File: src/rtl/core/touch_gesture_decoder_macros.svh
// Assertion helpers shared by the gesture decoder modules.
// Each macro expects signals named clk and arst_n in the using module.
`ifndef TOUCH_GESTURE_DECODER_MACROS_SVH
`define TOUCH_GESTURE_DECODER_MACROS_SVH

// Consequent must hold in the same cycle as the antecedent.
`define TGD_ASSERT_SAME(name, ante, cons, msg) \
	name: assert property (@(posedge clk) disable iff (!arst_n) (ante) |-> (cons)) \
		else $error(msg);

// Consequent must hold in the cycle after the antecedent.
`define TGD_ASSERT_NEXT(name, ante, cons, msg) \
	name: assert property (@(posedge clk) disable iff (!arst_n) (ante) |=> (cons)) \
		else $error(msg);

`endif

File: src/rtl/core/tgd_pkg.sv
package tgd_pkg;

	localparam int CFG_W     = 16;
	localparam int CFG_IDX_W = 3;
	localparam int TAP_W     = 3;

	localparam logic [TAP_W-1:0] TAP_MAX = 3'd7;

	localparam logic [CFG_IDX_W-1:0] REG_FEED_HOLD   = 3'd0;
	localparam logic [CFG_IDX_W-1:0] REG_TOGGLE_HOLD = 3'd1;
	localparam logic [CFG_IDX_W-1:0] REG_MIN_TAP     = 3'd2;
	localparam logic [CFG_IDX_W-1:0] REG_TAP_GAP     = 3'd3;

	localparam logic [CFG_W-1:0] FEED_HOLD_RESET   = 16'd350;
	localparam logic [CFG_W-1:0] TOGGLE_HOLD_RESET = 16'd1200;
	localparam logic [CFG_W-1:0] MIN_TAP_RESET     = 16'd10;
	localparam logic [CFG_W-1:0] TAP_GAP_RESET     = 16'd400;

	typedef enum logic [2:0] {
		EV_NONE      = 3'd0,
		EV_LID_OPEN  = 3'd1,
		EV_LID_CLOSE = 3'd2,
		EV_OFFLINE   = 3'd3,
		EV_HISTORY   = 3'd4
	} gesture_t;

	typedef struct packed {
		logic [CFG_W-1:0] feed_hold_ticks;
		logic [CFG_W-1:0] toggle_hold_ticks;
		logic [CFG_W-1:0] min_tap_ticks;
		logic [CFG_W-1:0] tap_gap_ticks;
	} cfg_t;

	typedef struct packed {
		logic                 valid;
		logic [CFG_IDX_W-1:0] index;
		logic [CFG_W-1:0]     data;
	} cfg_wr_t;

	typedef struct packed {
		gesture_t gesture_event;
		logic     offline_flag;
		logic     lid_flag;
	} result_t;

endpackage

File: src/rtl/core/tgd_cfg.sv
module tgd_cfg (
	input  logic           clk,
	input  logic           arst_n,
	input  tgd_pkg::cfg_wr_t wr,
	output tgd_pkg::cfg_t  cfg
);
	import tgd_pkg::*;

	cfg_t cfg_q;

	// Writes to an index outside the register list fall through and are dropped.
	always_ff @(posedge clk or negedge arst_n) begin
		if (!arst_n) begin
			cfg_q.feed_hold_ticks   <= FEED_HOLD_RESET;
			cfg_q.toggle_hold_ticks <= TOGGLE_HOLD_RESET;
			cfg_q.min_tap_ticks     <= MIN_TAP_RESET;
			cfg_q.tap_gap_ticks     <= TAP_GAP_RESET;
		end else if (wr.valid) begin
			unique case (wr.index)
				REG_FEED_HOLD:   cfg_q.feed_hold_ticks   <= wr.data;
				REG_TOGGLE_HOLD: cfg_q.toggle_hold_ticks <= wr.data;
				REG_MIN_TAP:     cfg_q.min_tap_ticks     <= wr.data;
				REG_TAP_GAP:     cfg_q.tap_gap_ticks     <= wr.data;
				default: ;
			endcase
		end
	end

	assign cfg = cfg_q;

endmodule

File: src/rtl/core/tgd_core.sv
module tgd_core #(
	parameter int COUNTER_BITS = 16
) (
	input  logic             clk,
	input  logic             arst_n,
	input  logic             step,
	input  logic             touch,
	input  tgd_pkg::cfg_t    cfg,
	output tgd_pkg::result_t result
);
	import tgd_pkg::*;
	`include "touch_gesture_decoder_macros.svh"

	// Width at which counters and thresholds are compared.
	localparam int CMP_W = (COUNTER_BITS > CFG_W) ? COUNTER_BITS : CFG_W;

	localparam logic [COUNTER_BITS-1:0] CNT_MAX = '1;

	logic                    prev_touch_q;
	logic [COUNTER_BITS-1:0] press_ticks_q;
	logic [COUNTER_BITS-1:0] since_tap_ticks_q;
	logic [TAP_W-1:0]        taps_seen_q;
	logic                    tap_locked_q;
	logic                    lid_is_open_q;
	logic                    offline_mode_q;

	logic [COUNTER_BITS-1:0] press_d;
	logic [COUNTER_BITS-1:0] since_d;
	logic [COUNTER_BITS-1:0] press_inc;
	logic [TAP_W-1:0]        taps_d;
	logic                    locked_d;
	logic                    lid_d;
	logic                    offline_d;
	gesture_t                event_d;

	assign press_inc = (press_ticks_q == CNT_MAX) ? CNT_MAX : press_ticks_q + 1'b1;

	always_comb begin
		event_d   = EV_NONE;
		press_d   = press_ticks_q;
		taps_d    = taps_seen_q;
		locked_d  = tap_locked_q;
		lid_d     = lid_is_open_q;
		offline_d = offline_mode_q;
		since_d   = (since_tap_ticks_q == CNT_MAX) ? CNT_MAX : since_tap_ticks_q + 1'b1;

		if (touch) begin
			press_d = prev_touch_q ? press_inc : '0;
			if (!locked_d && taps_d == 3'd1 && !lid_d &&
			    CMP_W'(press_d) > CMP_W'(cfg.toggle_hold_ticks)) begin
				offline_d = ~offline_d;
				event_d   = EV_OFFLINE;
				locked_d  = 1'b1;
				taps_d    = '0;
			end else if (!locked_d && taps_d == '0 && !lid_d &&
			             CMP_W'(press_d) > CMP_W'(cfg.feed_hold_ticks)) begin
				lid_d   = 1'b1;
				event_d = EV_LID_OPEN;
			end
		end else if (prev_touch_q) begin
			// A release: the press lasted one tick more than its counter shows.
			if (CMP_W'(press_inc) > CMP_W'(cfg.min_tap_ticks) &&
			    CMP_W'(press_inc) < CMP_W'(cfg.feed_hold_ticks) &&
			    !lid_d && !locked_d) begin
				if (taps_d != TAP_MAX) begin
					taps_d = taps_d + 1'b1;
				end
				since_d = '0;
			end
			if (locked_d) begin
				locked_d = 1'b0;
				taps_d   = '0;
			end
			if (lid_d) begin
				lid_d   = 1'b0;
				event_d = EV_LID_CLOSE;
			end
		end

		// Quiet gap after the last tap: evaluate and clear the pending taps.
		if (!touch && !locked_d && taps_d != '0 &&
		    CMP_W'(since_d) > CMP_W'(cfg.tap_gap_ticks)) begin
			if (taps_d == 3'd2) begin
				event_d = EV_HISTORY;
			end
			taps_d = '0;
		end
	end

	always_ff @(posedge clk or negedge arst_n) begin
		if (!arst_n) begin
			prev_touch_q      <= 1'b0;
			press_ticks_q     <= '0;
			since_tap_ticks_q <= '0;
			taps_seen_q       <= '0;
			tap_locked_q      <= 1'b0;
			lid_is_open_q     <= 1'b0;
			offline_mode_q    <= 1'b0;
		end else if (step) begin
			prev_touch_q      <= touch;
			press_ticks_q     <= press_d;
			since_tap_ticks_q <= since_d;
			taps_seen_q       <= taps_d;
			tap_locked_q      <= locked_d;
			lid_is_open_q     <= lid_d;
			offline_mode_q    <= offline_d;
		end
	end

	assign result.gesture_event = event_d;
	assign result.offline_flag  = offline_d;
	assign result.lid_flag      = lid_d;

	`TGD_ASSERT_SAME(a_lock_no_taps, tap_locked_q, taps_seen_q == '0, "taps pending while locked")
	`TGD_ASSERT_SAME(a_lid_no_taps, lid_is_open_q, taps_seen_q == '0, "taps pending with lid open")
	`TGD_ASSERT_SAME(a_toggle_flips, step && event_d == EV_OFFLINE, offline_d != offline_mode_q, "offline event without a mode change")

endmodule

File: src/rtl/core/touch_gesture_decoder.sv
// Channel   Direction  Beat contents
// s_*       in         tdata[0] touch_level, one beat per timer tick
// m_*       out        tdata[2:0] gesture_event, [3] offline_flag, [4] lid_flag
// cfg_*     in         cfg_index selects a threshold register, cfg_data is its value
//
// Each input beat gives exactly one output beat, via the input register and then the
// output register; a new beat is taken in every cycle while the output is not stalled.
// The gesture state advances in the cycle a beat moves from the input register
// into the output register, so the rate is set by that single decision step.
// Reset (arst_n low) clears the gesture state and the valid bits of both pipeline
// registers and loads the threshold registers with their defaults; no clearing pass is needed.
// When m_tready is low the output register holds, the input register fills,
// and s_tready drops only once both are occupied.
module touch_gesture_decoder #(
	parameter int COUNTER_BITS = 16
) (
	input  logic                           clk,
	input  logic                           arst_n,
	input  logic                           s_tvalid,
	output logic                           s_tready,
	input  logic [7:0]                     s_tdata,   // [0] touch_level
	output logic                           m_tvalid,
	input  logic                           m_tready,
	output logic [7:0]                     m_tdata,   // [2:0] gesture_event, [3] offline_flag,
	                                                  // [4] lid_flag
	input  logic                           cfg_valid,
	output logic                           cfg_ready,
	input  logic [tgd_pkg::CFG_IDX_W-1:0]  cfg_index,
	input  logic [tgd_pkg::CFG_W-1:0]      cfg_data
);
	import tgd_pkg::*;
	`include "touch_gesture_decoder_macros.svh"

	// Input register: holds one touch sample until the decision step takes it.
	logic    valid_s1;
	logic    touch_s1;
	// Result register: holds one finished result until the sink takes it.
	logic    valid_s2;
	result_t result_s2;

	logic    advance;
	cfg_wr_t cfg_wr;
	cfg_t    cfg;
	result_t result_d;

	// The sample in the input register moves on whenever the result register
	// is empty or is being emptied in this cycle.
	assign advance  = valid_s1 && (!valid_s2 || m_tready);
	assign s_tready = !valid_s1 || advance;

	// Registers may be written in any cycle; the port never stalls.
	assign cfg_ready    = 1'b1;
	assign cfg_wr.valid = cfg_valid;
	assign cfg_wr.index = cfg_index;
	assign cfg_wr.data  = cfg_data;

	tgd_cfg u_cfg (
		.clk    (clk),
		.arst_n (arst_n),
		.wr     (cfg_wr),
		.cfg    (cfg)
	);

	tgd_core #(
		.COUNTER_BITS (COUNTER_BITS)
	) u_core (
		.clk    (clk),
		.arst_n (arst_n),
		.step   (advance),
		.touch  (touch_s1),
		.cfg    (cfg),
		.result (result_d)
	);

	always_ff @(posedge clk or negedge arst_n) begin
		if (!arst_n) begin
			valid_s1 <= 1'b0;
		end else if (s_tready) begin
			valid_s1 <= s_tvalid;
		end
	end

	always_ff @(posedge clk) begin
		if (s_tvalid && s_tready) begin
			touch_s1 <= s_tdata[0];
		end
	end

	always_ff @(posedge clk or negedge arst_n) begin
		if (!arst_n) begin
			valid_s2 <= 1'b0;
		end else if (advance) begin
			valid_s2 <= 1'b1;
		end else if (m_tready) begin
			valid_s2 <= 1'b0;
		end
	end

	always_ff @(posedge clk) begin
		if (advance) begin
			result_s2 <= result_d;
		end
	end

	assign m_tvalid = valid_s2;
	assign m_tdata  = {3'b000, result_s2.lid_flag, result_s2.offline_flag,
	                   result_s2.gesture_event};

	`TGD_ASSERT_SAME(a_open_shows_lid, m_tvalid && result_s2.gesture_event == EV_LID_OPEN, result_s2.lid_flag, "lid open event with lid flag low")
	`TGD_ASSERT_SAME(a_close_shows_lid, m_tvalid && result_s2.gesture_event == EV_LID_CLOSE, !result_s2.lid_flag, "lid close event with lid flag high")
	`TGD_ASSERT_NEXT(a_s1_holds, valid_s1 && !advance, valid_s1 && $stable(touch_s1), "input register lost a stalled sample")

endmodule
File: config.mk
export PLATFORM = sky130hd
export DESIGN_NAME = touch_gesture_decoder
export DESIGN_NICKNAME = d
export VERILOG_FILES = /design/src/rtl/core/tgd_pkg.sv /design/src/rtl/core/tgd_cfg.sv /design/src/rtl/core/tgd_core.sv /design/src/rtl/core/touch_gesture_decoder.sv
export VERILOG_INCLUDE_DIRS = /design/src /design/src/rtl/core
export SDC_FILE = /design/constraint.sdc
export NUM_CORES = 1
export LEC_CHECK = 0
export BUFFER_PORTS_ARGS = -buffer_cell sky130_fd_sc_hd__buf_4
export CAP_MARGIN = 20
export CELL_PAD_IN_SITES_DETAIL_PLACEMENT = 1
export CELL_PAD_IN_SITES_GLOBAL_PLACEMENT = 2
export CORE_ASPECT_RATIO = 0.9
export CORE_MARGIN = 5
export CORE_UTILIZATION = 42
export CTS_CLUSTER_SIZE = 24
export DETAILED_ROUTE_END_ITERATION = 10
export GPL_ROUTABILITY_DRIVEN = 0
export PLACE_DENSITY_LB_ADDON = 0.05
export SETUP_SLACK_MARGIN = 0.1
export SLEW_MARGIN = 25
export SYNTH_ARGS = -nofsm -noshare
export SYNTH_HDL_FRONTEND = slang
export SYNTH_SLANG_ARGS = --single-unit
export TNS_END_PERCENT = 5
File: constraint.sdc
create_clock -name clk -period 12.15 [get_ports clk]
set_clock_uncertainty 0.2 [all_clocks]
set_input_delay 1.215 -clock clk [delete_from_list [all_inputs] [get_ports clk]]
set_output_delay 1.215 -clock clk [all_outputs]
set_load 0.1 [all_outputs]
==> impl_results.md <==
* Vias post-DR at 5720
* Die H at 134.2 um
* Post-DP HPWL at 15280 um
* Most common cell in the netlist: nand2_1
* Largest net degree at the start of global routing at 70
* Antenna violations before repair at 0
* Inserted Diodes at 0
* M1 WL at 9051 um
* Cts hold-fix bufs at 0
* Fraction of the mapped netlist area in adder cells at 14.44%
* Setup crit end kind: flip-flop
* Top_reg_cell synth: dfrtp_1
* # setup viols final at 0
* Worst Setup Start Kind: flip-flop
* DRT Wirelength at 19730 um
* Unique masters post-synth at 64
* Nets at 905
* Critical Path RT at 12.07 ns
* Register area share after synthesis at 39.29%
* Initial Utilization at 42.73%
* Largest buffer count on any clock path at 2
* Clk root buf: clkbuf_16
* WL/cell at 19.61 um
* Top cell type by total area after synthesis: dfrtp_1
* DRT antenna net count at 0
* RSZ-0062 raised after global routing: false
* Number of global-route vias before repair at 6147
* Die W at 147.9 um
* FP Rows at 45
* Yosys reg bits at 111
* Yosys Warn Count at 0
* Status: finished clean
* PD cells at 135.9 nW/um2
* Slowest CP cell: nand2_1
* Area contributors post-synth: dfrtp_1, ha_1, mux2_2
* Power, Total at 1.071 mW
* Reg clk slew, reported paths at 0.08 ns
* Detailed Routing Iterations Pass 1 at 4
* Final Cell Area at 7884 um2
* Fin. Hold Viols at 0
* Worst slew pin tran at 0.9096 ns
* Count of pins over their slew limit at 0
* Setup bufs post-CTS at 0
* CTS Buf Count at 9
* Fmax at 0.1364 GHz
* CP peak stage delay at 0.70 ns
* I/O pin count at 43
* Slew margin rel. at 38.98%
* DR WL met2 at 9594 um
* Clk_lat worst skew at 0.36 ns
* CP max FO at 29
* Filler cells at 1923
* Fin Setup TNS at 0 ns
* Period Utilization, post-route at 60.36%
* Post-synthesis xor/xnor area fraction at 2.922%
* CP cell instances: ha_1, nand3_1, nor3_1, nand2_1, o21ai_0, ha_1, a211oi_1, o21ai_1, a2111o_1, a211oi_1, o21ai_1, nor3_4, buf_4, a21oi_1, ha_1, a21o_1, a21o_1, a211o_1, o211ai_1, a41oi_1, o31ai_1, inv_1, and4_1
* Layout area overhead at 9.602%
* Uppermost layer routed: met4
* Number of synthesized flops with an enable pin at 6
* Critical path class: flip-flop to flip-flop
* Core Box Area at 16830 um2
* H-Tree Depth at 3
* Crit path max-delay family: compound AO/OA/AOI/OAI gates
* Number of port buffers at 31
* Multiplexer area fraction after synthesis at 5.931%
* Ys async rst share at 94.59%
* Average footprint of a synthesized cell at 9.293 um2
* Worst Hold Class: flip-flop to flip-flop
* Synth Area in Compound Gates at 17.62%
* Layout cells sized above 1 at 14.21%
* P_leak at 3.808 nW
* Post-layout util at 46.83%
* Crit path DAT at 7.25 ns
* Routed vias/inst at 5.686
* Max-Cap Viols at 0
* Synth Cell Area at 7193 um2
* CP dominant cell by count: ha_1
* Met3 WL at 708 um
* Final min period at 7.334 ns
* Initial DRC Count at 256
* Sink Count at 111
* Post-CTS resize count at 0
* Worst vdd ir at 0.07039 mV
* CTS tree: yes
* Gr usage total at 20.80%
* Synth top cells by count: nand2_1, dfrtp_1, ha_1
* DP Area at 7594 um2
* Final WS setup at 4.816 ns
* Pre-CTS setup slack at 4.852 ns
* Synth Area in Simple Gates at 13.90%
* DIE AREA at 19850 um2
* Worst path bufs/invs at 2
* Gate Count Post-Synth at 774
* Largest family of logic cells by synthesized area: compound AO/OA/AOI/OAI gates
* Synth top area share at 31.31%
* First-pass GRT wire length at 32690 um
* DRC Markers at 0
* Gr ovfl total at 0
registers in the layout (all words and copies together), names as in the netlist:
signal,cells
u_core.tap_locked_q,1
u_core.prev_touch_q,1
u_core.offline_mode_q,1
u_core.lid_is_open_q,1
u_cfg.cfg,64
touch_s1,1
u_core.taps_seen_q,3
m_tdata,5
m_tvalid,1
u_core.since_tap_ticks_q,16
valid_s1,1
u_core.press_ticks_q,16
final cells by class:
class                      instances  area (um2)  share of cell area (%)
clock buffer                      12       256.5                   3.253
clock inverter                     4       28.78                  0.3650
inverter                          71       266.5                   3.380
multi-input combinational        562        3979                   50.47
sequential                       111        2826                   35.85
tap                              211       264.0                   3.349
timing repair buffer              35       262.8                   3.333
logic make-up (layout without fill, tap and decap cells):
logic type,after synthesis,after routing
flops,111,111
mux,38,38
compound gates,201,201
simple gates,212,212
fa+ha+maj,83,83
other cells,2,4
buf+inv,103,122
xor+xnor,24,24
final timing paths:
kind / from / endpoint / slack [ns] / cells after the start
worst max-delay path: u_core.press_ticks_q[0]$_DFFE_PN0P_ / m_tdata[2]$_SDFFCE_PN0P_ / 4.82 / 23
worst min-delay path: u_core.offline_mode_q$_DFFE_PN0P_ / u_core.offline_mode_q$_DFFE_PN0P_ / 0.30 / 1
worst max register to register: u_core.press_ticks_q[0]$_DFFE_PN0P_ / m_tdata[2]$_SDFFCE_PN0P_ / 4.82 / 23
worst min register to register: u_core.offline_mode_q$_DFFE_PN0P_ / u_core.offline_mode_q$_DFFE_PN0P_ / 0.30 / 1
max in group asynchronous: arst_n / u_core.since_tap_ticks_q[13]$_DFFE_PN0P_ / 9.84 / 2
min in group asynchronous: arst_n / u_cfg.cfg[25]$_DFFE_PN0P_ / 0.62 / 1
where the power goes:
group | internal, mW | total [mW] | switching (mW)
registers | 0.439 | 0.476 | 0.0371
logic | 0.120 | 0.302 | 0.183
clock network | 0.151 | 0.293 | 0.142
total | 0.710 | 1.07 | 0.362
worst register-to-register path: cells and delay by family (launching register included):
family | cells | cell delay (ns)
buffers and inverters | 2 | 0.42
adder cells (fa/ha/maj) | 3 | 0.97
AO/OA/AOI/OAI | 13 | 3.41
AND/OR/NAND/NOR | 5 | 1.59
flip-flops | 1 | 0.51
layer usage:
metal | track usage, % | up-vias
li1 | - | 2768
met1 | 27.49 | 2848
met2 | 35.67 | 79
met3 | 3.142 | 25
met4 | 5.849 | 0
met5 | 0 | -
stage by stage:
| stage | hold slack [ns] | cells |
|---|---|---|
| floorplan | 0.2569 | 776 |
| global placement | 0.2770 | 990 |
| detailed placement | 0.2921 | 990 |
| CTS | 0.3030 | 1006 |
| global route | 0.3135 | 1006 |
| finish | 0.2996 | 1006 |
layout by cell type, fill, tap and decap left out, types with 3 or more instances in the layout:
cell and count:
nand2_1 99, dfrtp_1 90, ha_1 83, inv_1 69, a21oi_1 60, o21ai_0 56, mux2_2 37, buf_4 35
nor2_1 28, nand3_1 16, dfstp_2 15, nand4_1 14, xor2_1 14, a21o_1 14, nor3_1 10, xnor2_1 10
and3_1 9, o21a_1 9, clkbuf_16 9, and4_1 6, nand2b_1 6, a211oi_1 6, a31oi_1 6, o22a_1 6
edfxtp_1 6, or3_1 5, o21ai_1 5, and2_1 5, nor2b_1 5, o211ai_1 4, o2111ai_1 4, a41oi_1 4
conb_1 4, o22ai_1 3
(Power assumes the default switching activity.)
